[src/kvs_pkg.sv]
// Package for the keyframe vector sampler: widths, field types, controller
// command/status structs and the one-hot state encoding.
// No dependencies.
package kvs_pkg;

	localparam int DEFAULT_MAX_KEYS = 64;
	localparam int VAL_W = 32;
	localparam int KEY_IDX_W = 6;
	localparam int CNT_W = 7;
	localparam int CFG_AW = 3;

	localparam logic [CFG_AW-1:0] REG_LOOP_ENABLE = 3'd0;
	localparam logic [CFG_AW-1:0] REG_KEY_COUNT = 3'd4;

	localparam logic OP_WRITE = 1'b0;
	localparam logic OP_SAMPLE = 1'b1;

	// selects which record a table read fetches
	typedef enum logic [1:0] {
		RD_FIRST = 2'd0,
		RD_LAST = 2'd1,
		RD_SCAN = 2'd2,
		RD_PREV = 2'd3
	} rd_sel_t;

	typedef enum logic [13:0] {
		ST_IDLE = 14'b00000000000001,
		ST_RD_LAST = 14'b00000000000010,
		ST_RD_FIRST = 14'b00000000000100,
		ST_CHK_LAST = 14'b00000000001000,
		ST_MOD = 14'b00000000010000,
		ST_SCAN_RD = 14'b00000000100000,
		ST_SCAN_CHK = 14'b00000001000000,
		ST_PREV_RD = 14'b00000010000000,
		ST_PREV_CHK = 14'b00000100000000,
		ST_DIV = 14'b00001000000000,
		ST_MUL = 14'b00010000000000,
		ST_ADD = 14'b00100000000000,
		ST_KEY_OUT = 14'b01000000000000,
		ST_OUT = 14'b10000000000000
	} state_t;

	typedef struct packed {
		logic load_time;
		logic rd_en;
		rd_sel_t rd_sel;
		logic latch_first;
		logic latch_last;
		logic latch_cur;
		logic latch_prev;
		logic idx_inc;
		logic mod_start;
		logic load_rem;
		logic div_start;
		logic mul_en;
		logic add_en;
		logic res_load;
		logic key_from_cur;
	} cmd_t;

	typedef struct packed {
		logic t_gt_last;
		logic last_le_first;
		logic one_key;
		logic t_lt_cur;
		logic idx_at_last;
		logic idx_zero;
		logic cur_le_prev;
		logic div_busy;
	} sts_t;

endpackage

[src/keyframe_vector_sampler_unit.sv]


// Controller: sequences table reads, the time wrap, the key search and the blend.
module kvs_ctrl
	import kvs_pkg::*;
(
	input  logic clk,
	input  logic arst_n,
	input  logic start,
	input  logic loop_en,
	input  logic out_taken,
	input  sts_t sts,
	output cmd_t cmd,
	output state_t state
);
	state_t state_q, state_d;
	logic from_cur_q, from_cur_d;

	always_ff @(posedge clk or negedge arst_n) begin
		if (!arst_n) begin
			state_q <= ST_IDLE;
			from_cur_q <= 1'b0;
		end else begin
			state_q <= state_d;
			from_cur_q <= from_cur_d;
		end
	end

	always_comb begin
		state_d = state_q;
		from_cur_d = from_cur_q;
		cmd = '0;
		cmd.rd_sel = RD_FIRST;
		unique case (state_q)
			ST_IDLE: begin
				if (start) begin
					cmd.load_time = 1'b1;
					state_d = ST_RD_FIRST;
				end
			end
			ST_RD_FIRST: begin
				cmd.rd_en = 1'b1;
				cmd.rd_sel = RD_FIRST;
				state_d = ST_RD_LAST;
			end
			ST_RD_LAST: begin
				cmd.rd_en = 1'b1;
				cmd.rd_sel = RD_LAST;
				cmd.latch_first = 1'b1;
				state_d = ST_CHK_LAST;
			end
			ST_CHK_LAST: begin
				// last key is on the read port here
				cmd.latch_last = 1'b1;
				if (sts.t_gt_last && (!loop_en || sts.last_le_first)) begin
					from_cur_d = 1'b0;
					state_d = ST_KEY_OUT;
				end else if (sts.t_gt_last) begin
					cmd.mod_start = 1'b1;
					state_d = ST_MOD;
				end else if (sts.one_key) begin
					from_cur_d = 1'b0;
					state_d = ST_KEY_OUT;
				end else begin
					state_d = ST_SCAN_RD;
				end
			end
			ST_MOD: begin
				// hold until the remainder settles, then search with the wrapped time
				if (!sts.div_busy) begin
					cmd.load_rem = 1'b1;
					state_d = ST_SCAN_RD;
				end
			end
			ST_SCAN_RD: begin
				cmd.rd_en = 1'b1;
				cmd.rd_sel = RD_SCAN;
				state_d = ST_SCAN_CHK;
			end
			ST_SCAN_CHK: begin
				cmd.latch_cur = 1'b1;
				if (sts.t_lt_cur || sts.idx_at_last) begin
					if (sts.idx_zero) begin
						from_cur_d = 1'b1;
						state_d = ST_KEY_OUT;
					end else begin
						state_d = ST_PREV_RD;
					end
				end else begin
					cmd.idx_inc = 1'b1;
					state_d = ST_SCAN_RD;
				end
			end
			ST_PREV_RD: begin
				cmd.rd_en = 1'b1;
				cmd.rd_sel = RD_PREV;
				state_d = ST_PREV_CHK;
			end
			ST_PREV_CHK: begin
				cmd.latch_prev = 1'b1;
				if (sts.cur_le_prev) begin
					from_cur_d = 1'b1;
					state_d = ST_KEY_OUT;
				end else begin
					cmd.div_start = 1'b1;
					state_d = ST_DIV;
				end
			end
			ST_DIV: begin
				if (!sts.div_busy) begin
					state_d = ST_MUL;
				end
			end
			ST_MUL: begin
				cmd.mul_en = 1'b1;
				state_d = ST_ADD;
			end
			ST_ADD: begin
				cmd.add_en = 1'b1;
				state_d = ST_OUT;
			end
			ST_KEY_OUT: begin
				cmd.res_load = 1'b1;
				cmd.key_from_cur = from_cur_q;
				state_d = ST_OUT;
			end
			ST_OUT: begin
				if (out_taken) begin
					state_d = ST_IDLE;
				end
			end
			default: state_d = ST_IDLE;
		endcase
	end

	assign state = state_q;
endmodule

[config.mk]
export PLATFORM = sky130hd
export DESIGN_NAME = kvs_ctrl
export DESIGN_NICKNAME = d
export VERILOG_FILES = /design/src/kvs_pkg.sv /design/src/keyframe_vector_sampler_unit.sv
export SDC_FILE = /design/constraint.sdc
export NUM_CORES = 1
export LEC_CHECK = 0
export CELL_PAD_IN_SITES_DETAIL_PLACEMENT = 0
export CELL_PAD_IN_SITES_GLOBAL_PLACEMENT = 1
export CORE_ASPECT_RATIO = 1.75
export CORE_UTILIZATION = 42
export CTS_BUF_LIST = sky130_fd_sc_hd__clkbuf_4
export DETAILED_ROUTE_END_ITERATION = 16
export DONT_BUFFER_PORTS = 1
export MAX_ROUTING_LAYER = met4
export PLACE_DENSITY = 0.78
export SYNTH_ARGS = -nofsm -noshare
export SYNTH_HDL_FRONTEND = slang
export SYNTH_SLANG_ARGS = --single-unit
[constraint.sdc]
create_clock -name clk -period 1.9 [get_ports clk]
set_clock_uncertainty 0.15 [all_clocks]
set_input_delay 0 -clock clk [delete_from_list [all_inputs] [get_ports clk]]
set_output_delay 0 -clock clk [all_outputs]
set_load 0.01 [all_outputs]
After elaboration in Yosys (flattened, before gate mapping)
Index checks and enable logic that the tools add are counted.
- flip-flop bits (word level): 15
- bits of input ports: 13
- output and inout bits: 30
- logic and storage cells: 70
- equality and inequality tests: 23
- multiplexer cells: 37
- reductions and logical operators: 8
- operators by type and width (operator ; number):
    one-hot mux 14 bit (13 select lines) ; 1
    two-way mux 14 bit ; 6
    two-way mux 13 bit ; 4
    two-way mux 1 bit ; 23
    == test 14 x 1 -> 1 bit (second input constant) ; 1
    == test 14 x 10 -> 1 bit (second input constant) ; 1
    == test 14 x 11 -> 1 bit (second input constant) ; 1
    == test 14 x 12 -> 1 bit (second input constant) ; 1
    == test 14 x 13 -> 1 bit (second input constant) ; 1
    == test 14 bit (second input constant) ; 1
    == test 14 x 2 -> 1 bit (second input constant) ; 1
    == test 14 x 3 -> 1 bit (second input constant) ; 1
    == test 14 x 4 -> 1 bit (second input constant) ; 1
    == test 14 x 5 -> 1 bit (second input constant) ; 1
    == test 14 x 6 -> 1 bit (second input constant) ; 1
    == test 14 x 7 -> 1 bit (second input constant) ; 1
    == test 14 x 8 -> 1 bit (second input constant) ; 1
    == test 14 x 9 -> 1 bit (second input constant) ; 1
    != test 2 bit (second input constant) ; 7
    one-hot mux 3 bit (4 select lines) ; 1
    != test 3 bit (second input constant) ; 2
    AND reduction 6 bit ; 1
    AND reduction 4 bit ; 1
    one-hot mux 1 bit (3 select lines) ; 1
    other kinds (6) ; 7

Longest topological paths before layout
Gate-level depths: netlist of the first run.
- word-level depth: 5
- depth in mapped cells: 8
- depth with buffers taken out: 7

Worst setup path after synthesis of the first run
OpenSTA, ideal clock, no wires.
- path type: register to register
- start point: register state_q[1] (netlist: state[1])
- end point: register state_q[0] (netlist: state[0])
- data arrival time: 1957 ps
- setup slack: -287 ps
- stages on the path, launching flop included: 7
- path buffers: 1
- period minus slack after synthesis: 2187 ps
- path through: dfrtp_1 buf_6 or4_4 or4_4 a21oi_2 a311o_2 o2bb2ai_1
- longest elaborated chain between the ends: 3
- ends and longest elaborated chain (what ; RTL line ; text):
    from (decl) ; keyframe_vector_sampler_unit.sv:16 ; state_t state_q, state_d;
    from (signal assigned) ; keyframe_vector_sampler_unit.sv:24 ; state_q <= state_d;
    == test 14 x 12 -> 1 bit, or another cell as far along ; keyframe_vector_sampler_unit.sv:34 ; unique case (state_q)
    OR reduction 2 bit (no line) or != test 2 bit (tied branches) ; n/a ;
    one-hot mux 14 bit (13 select lines) or AND reduction 4 bit (tied branches) ; n/a ;
Several ways; a longest one is shown, not always the timed one.
A chain may end at the register's enable or synchronous reset.

==> results of run 1 <==
worst paths after layout:
| path | depth (start not counted) | slack (ns) | start | end |
|---|---|---|---|---|
| hold reg to reg | 2 | 0.43 | from_cur_q$_DFFE_PN0P_ | from_cur_q$_DFFE_PN0P_ |
| min in group asynchronous | 1 | 0.05 | arst_n | state[13]$_DFFE_PN0P_ |
| setup reg to reg | 8 | -0.32 | state[4]$_DFFE_PN0P_ | state[2]$_DFFE_PN0P_ |
| setup / recovery | 6 | -0.42 | state[4]$_DFFE_PN0P_ | cmd[12] |
| max in group asynchronous | 1 | 1.02 | arst_n | state[5]$_DFFE_PN0P_ |
| hold / removal | 2 | 0.007 | sts[0] | cmd[5] |
cell families (layout without fill, tap and decap cells):
| group | Yosys count | count (layout) |
|---|---|---|
| and+or+nand+nor | 73 | 73 |
| AOI/OAI and AO/OA | 17 | 17 |
| buffers and inverters | 16 | 99 |
| DFF | 15 | 15 |
| xor gates and xnor gates | 7 | 7 |
routing by layer:
| metal | vias up | global-route usage, % |
|---|---|---|
| met5 | - | - |
| met4 | 0 | 11.1 |
| met3 | 32 | 4.08 |
| met2 | 82 | 55.0 |
| met1 | 723 | 38.9 |
| li1 | 637 | - |
cell usage in the layout, fill, tap and decap left out, types with 2 or more instances in the layout:
master,instances
nand3_4,3
nor3b_2,2
nor4bb_2,2
clkbuf_4,4
dfrtp_2,5
xnor2_1,5
buf_4,55
nor3_2,5
a21oi_1,3
nor3_4,4
inv_1,4
buf_6,20
xor2_1,2
nand2_2,2
o211a_1,2
inv_4,2
nor3_1,2
nor2_2,2
nor4_1,2
dfrtp_1,9
nand3_1,3
nor4_4,5
nor2_1,6
and2_4,3
nand2_1,3
or4_4,7
o21ai_0,4
nand2b_1,5
or3_4,2
dlygate4sd3_1,14
sequential cells by signal, summed over array words and instances (netlist names):
| signal | flops |
|---|---|
| from_cur_q | 1 |
| state | 14 |
worst max-delay path: stages (launching register included):
cell and delay, ns:
dfrtp_2 0.46, nor4_4 0.33, buf_4 0.20, nand3_4 0.08, or3_4 0.38, nor3b_2 0.23
or2_1 0.19
metrics by stage:
step | util (%) | total power (µW) | setup TNS [ns] | cells
after floorplan | - | 800 | -1.02 | 128
after global placement | 59.0 | 1010 | -0.271 | 191
after detailed placement | 59.0 | 1030 | -0.522 | 191
after CTS | 80.0 | 1530 | -3.63 | 231
after global routing | 87.6 | 1830 | -7.21 | 237
final | 87.6 | 1760 | -5.69 | 237
power groups by stage:
stage | Clock (µW) | Sequential (µW) | Combinational (µW)
3_3_place_gp | 0 | 402 | 611
2_1_floorplan | 0 | 410 | 390
6_report | 217 | 409 | 1130
5_1_grt | 228 | 412 | 1190
4_1_cts | 203 | 392 | 937
3_5_place_dp | 0 | 405 | 628
timing repair:
action                     CTS  global route
hold buffers                14             0
gates resized for setup     43            35
hold endpoints to repair    27             0
pin swaps                   13            12
setup buffers               22            12
setup endpoints to repair   22            28
area by class of cell:
type	count	area (µm²)	area share, %
Clock buffer	4	30.0	1.36
Inverter	6	27.5	1.25
Multi-Input combinational cell	97	960	43.4
Sequential cell	15	383	17.3
Tap cell	26	32.5	1.47
Timing Repair Buffer	89	778	35.2
==> impl_metrics.ini, run 1 <==
[cells_and_area]
design_area_mm2 = 0.00221
syn_to_final_growth_pct = 96.1
antenna_cells = 0
layout.nets = 225
drive_gt1_share_pct = 64.9
num-fill-cells = 135

[critical_path]
required_ns = 1.75
endpoint_kind = primary output
arrival_ns = 2.17
path_max_fanout = 5
start_kind = flop
path_class = flop to primary output

[logic_synthesis]
ys_ff_latch = 15
synth_area_leaders = dfrtp_1 31%, nor3_1 4.4%, xnor2_1 3.9%
synth-edff-count = 0
syn_area_per_cell_um2 = 8.81
synth_common_cells = 14 x dfrtp_1, 10 x nor3_1, 9 x nor2_1
synth.most_common_cell = dfrtp_1
yosysUniqueCellTypes = 47
synth_top_family_by_area = simple AND/OR/NAND/NOR gates
synth_top_area_share_pct = 31.1
synthCells = 128
syn_nets = 141
synthSimpleGateAreaFrac_pct = 43.7
synthXorXnorAreaFrac_pct = 5.44
synth_area_mm2 = 0.00113
synth_mux_area_share_pct = 0
synth_top_area_cell = dfrtp_1
synthFlopType = dfrtp_1
synthArstFlopShare_pct = 100
ys_warn_count = 0
synthAdderAreaFrac_pct = 0
yosysSeqAreaShare_pct = 33.4
synth_compound_area_share_pct = 10.1

[global_route]
antenna_found_initial = 0
grtUsageTotal_pct = 33.1
grt_pass1_vias = 1371
grt_first_pass_wirelength_mm = 6.58
grt_start_max_net_pins = 16
grt_overflow = 0

[timing]
slew_headroom_pct = 49.2
min_period_over_period_pct = 122
slew_viol_final = 0
setup_viol = 23
worst_pin_slew_ns = 0.759
fin_crit_ns = 2.32
rsz0062_at_grt = yes
finalHoldWorstSlack_ns = 0.00666
fin_ws_ns = -0.424
fmax_mhz = 430
hold_viol = 0

[route]
wl_met3_um = 245
drt_iter0_markers = 58
vias = 1474
via_per_inst = 6.22
ant_nets = 0
wl_met1_mm = 1.82
wirelength_mm = 5.12
drc = 0
wl_per_cell_um = 21.6
firstDrtPassIters = 4
highest_layer = met4
wl_met2_mm = 2.73

[min_path]
hp-class = input port to primary output

[power_and_ir_drop]
p_per_area_mw_per_mm2 = 796
sw_frac_of_total_pct = 37.0
combPwrFrac_pct = 64.5
clkPwrFrac_pct = 12.3
peakVddDrop_mv = 0.804
p_switching_uw = 651
p_seq_share_pct = 23.2
leakage_uw = 0.00101
p_int_uw = 1110

[clocking]
cts_tree = yes
worstSkewPairLatency_ns = 0.30
htree_num_levels = 1
path_clk_slew_ns = 0.10
root_buffer = clkbuf_4
clock-sinks = 15
numCtsBuffers = 3
clock_path_buffers = 2

[place]
gp_congestion = 0.999
hpwl_mm = 2.57
detailed_place.area_mm2 = 0.00149
place.port_buffers = 0
preCtsSetupSlack_ns = -0.115

[floorplanning]
die_height_um = 70.5
rows = 24
pin_count = 43
initial_core_util_pct = 44.7
core_mm2 = 0.00252
die_w_um = 41.2
dieArea_mm2 = 0.00290

[outcome]
status = finished, violations left
violations = setup timing

[flow_run]
maxCapViolations = 0
(Power assumes the default switching activity.)
==> run 2: changes to the inputs <==
Clock period 1.9 ns to 2 ns, I/O delays scaled along.
==> impl_metrics.ini, run 2 (synthesis gave the netlist of run 1 again) <==
[timing]
fin_crit_ns = 2.22
rsz0062_at_grt = yes
fin_ws_ns = -0.221
worst_pin_slew_ns = 0.732
fmax_mhz = 450
finalHoldWorstSlack_ns = 0.00782
setup_viol = 19
min_period_over_period_pct = 111
slew_headroom_pct = 51.1
hold_viol = 0
slew_viol_final = 0
fin_setup_tns_ns = -1.74

[floorplanning]
dieArea_mm2 = 0.00290
pin_count = 43
die_w_um = 41.2
die_height_um = 70.5
rows = 24
initial_core_util_pct = 44.7
core_mm2 = 0.00252

[global_route]
antenna_found_initial = 0
grt_first_pass_wirelength_mm = 5.69
grt_pass1_vias = 1288
grtUsageTotal_pct = 28.8
grt_start_max_net_pins = 16
grt_overflow = 0

[critical_path]
r2r_start = state[7]$_DFFE_PN0P_
required_ns = 1.85
timing.rr.end = state[4]$_DFFE_PN0P_
startpoint = state[1]$_DFFE_PN0P_
path_class = flop to primary output
rrSetupSlack_ns = -0.11
arrival_ns = 2.07
rr_worst_depth = 6
endpoint_kind = primary output
start_kind = flop
path_max_fanout = 4

[min_path]
hp-class = input port to primary output
hp-start = sts[0]
holdPathEnd = cmd[5]
min_path_cells = 2

[clocking]
clock-sinks = 15
root_buffer = clkbuf_4
clock_path_buffers = 2
cts_tree = yes
htree_num_levels = 1
worstSkewPairLatency_ns = 0.29
numCtsBuffers = 3
path_clk_slew_ns = 0.10

[route]
wl_per_cell_um = 16.9
drc = 0
via_per_inst = 5.90
drt_iter0_markers = 31
firstDrtPassIters = 4
wirelength_mm = 3.72
ant_nets = 0
vias = 1297

[outcome]
status = finished, violations left
violations = setup timing

[cells_and_area]
largest_reg_flops = 14
drive_gt1_share_pct = 56.2
antenna_cells = 0
layout_commonest_cell = buf_4
stdcell_count = 220
design_area_mm2 = 0.00189
layout.nets = 208
layout_common_cells = 54 x buf_4, 13 x dlygate4sd3_1, 10 x dfrtp_1
syn_to_final_growth_pct = 67.7

[place]
hpwl_mm = 2.49
gp_congestion = 0.913
detailed_place.area_mm2 = 0.00142
numPlacedInstances = 183
place.port_buffers = 0

[power_and_ir_drop]
leakage_uw = 0.000888
peakVddDrop_mv = 0.758
p_per_area_mw_per_mm2 = 722

[flow_run]
maxCapViolations = 0
[run 2: area by class of cell]
class / count / area [µm²]
multi-input combinational: 97 / 827
fill: 185 / 632
timing repair buffer: 72 / 592
sequential: 15 / 382
tap: 26 / 32.5
clock buffer: 4 / 30.0
inverter: 6 / 27.5
[run 2: metrics by stage]
| stage | total power [µW] | utilization (%) | setup slack, ns |
|---|---|---|---|
| final | 1360 | 75.0 | -0.221 |
| after detailed placement | 924 | 56.2 | -0.0433 |
| after global routing | 1440 | 75.0 | -0.275 |
| after CTS | 1270 | 69.0 | -0.173 |
| after global placement | 910 | 56.2 | -0.0530 |
| after floorplan | 751 | - | -0.108 |
[run 2: power breakdown]
group | switching [µW] | internal [µW] | total (µW) | leakage [µW]
Clock | 103 | 91.1 | 194 | 0.0000184
Combinational | 354 | 440 | 793 | 0.000671
Sequential | 35.6 | 341 | 377 | 0.000198
Total | 492 | 872 | 1360 | 0.000888
[run 2: how the worst max path moves through the flow]
stage	end	slack (ns)	cells past startpoint
3_5_place_dp	state[0]$_DFFE_PN1P_	-0.04	5
6_report	cmd[12]	-0.22	5
2_1_floorplan	from_cur_q$_DFFE_PN0P_	-0.11	6
5_1_grt	cmd[15]	-0.28	6
4_1_cts	cmd[15]	-0.17	6
3_3_place_gp	state[0]$_DFFE_PN1P_	-0.05	5
[run 2: critical path: stages, from the launching register on]
cell and delay [ns]:
dfrtp_1 0.42, nor4_2 0.31, buf_4 0.20, nand3_1 0.21
nor4_2 0.43, or2_1 0.21
[run 2: timing repair]
action / in CTS / in global routing
setup endpoints to repair: 18 / 22
hold buffers: 13 / 0
gates resized for setup: 17 / 21
hold endpoints to repair: 26 / 0
buffers inserted: 13 / 7
pin swaps: 6 / 6
[run 2: per-layer routing]
metal  vias up  global-route usage [%]  share of wire (%)
li1        602                       -                  -
met5         -                       -                  0
met3        10                    3.45                4.8
met4         0                    13.6                2.1
met1       634                    31.2                 36
met2        51                    48.1                 57
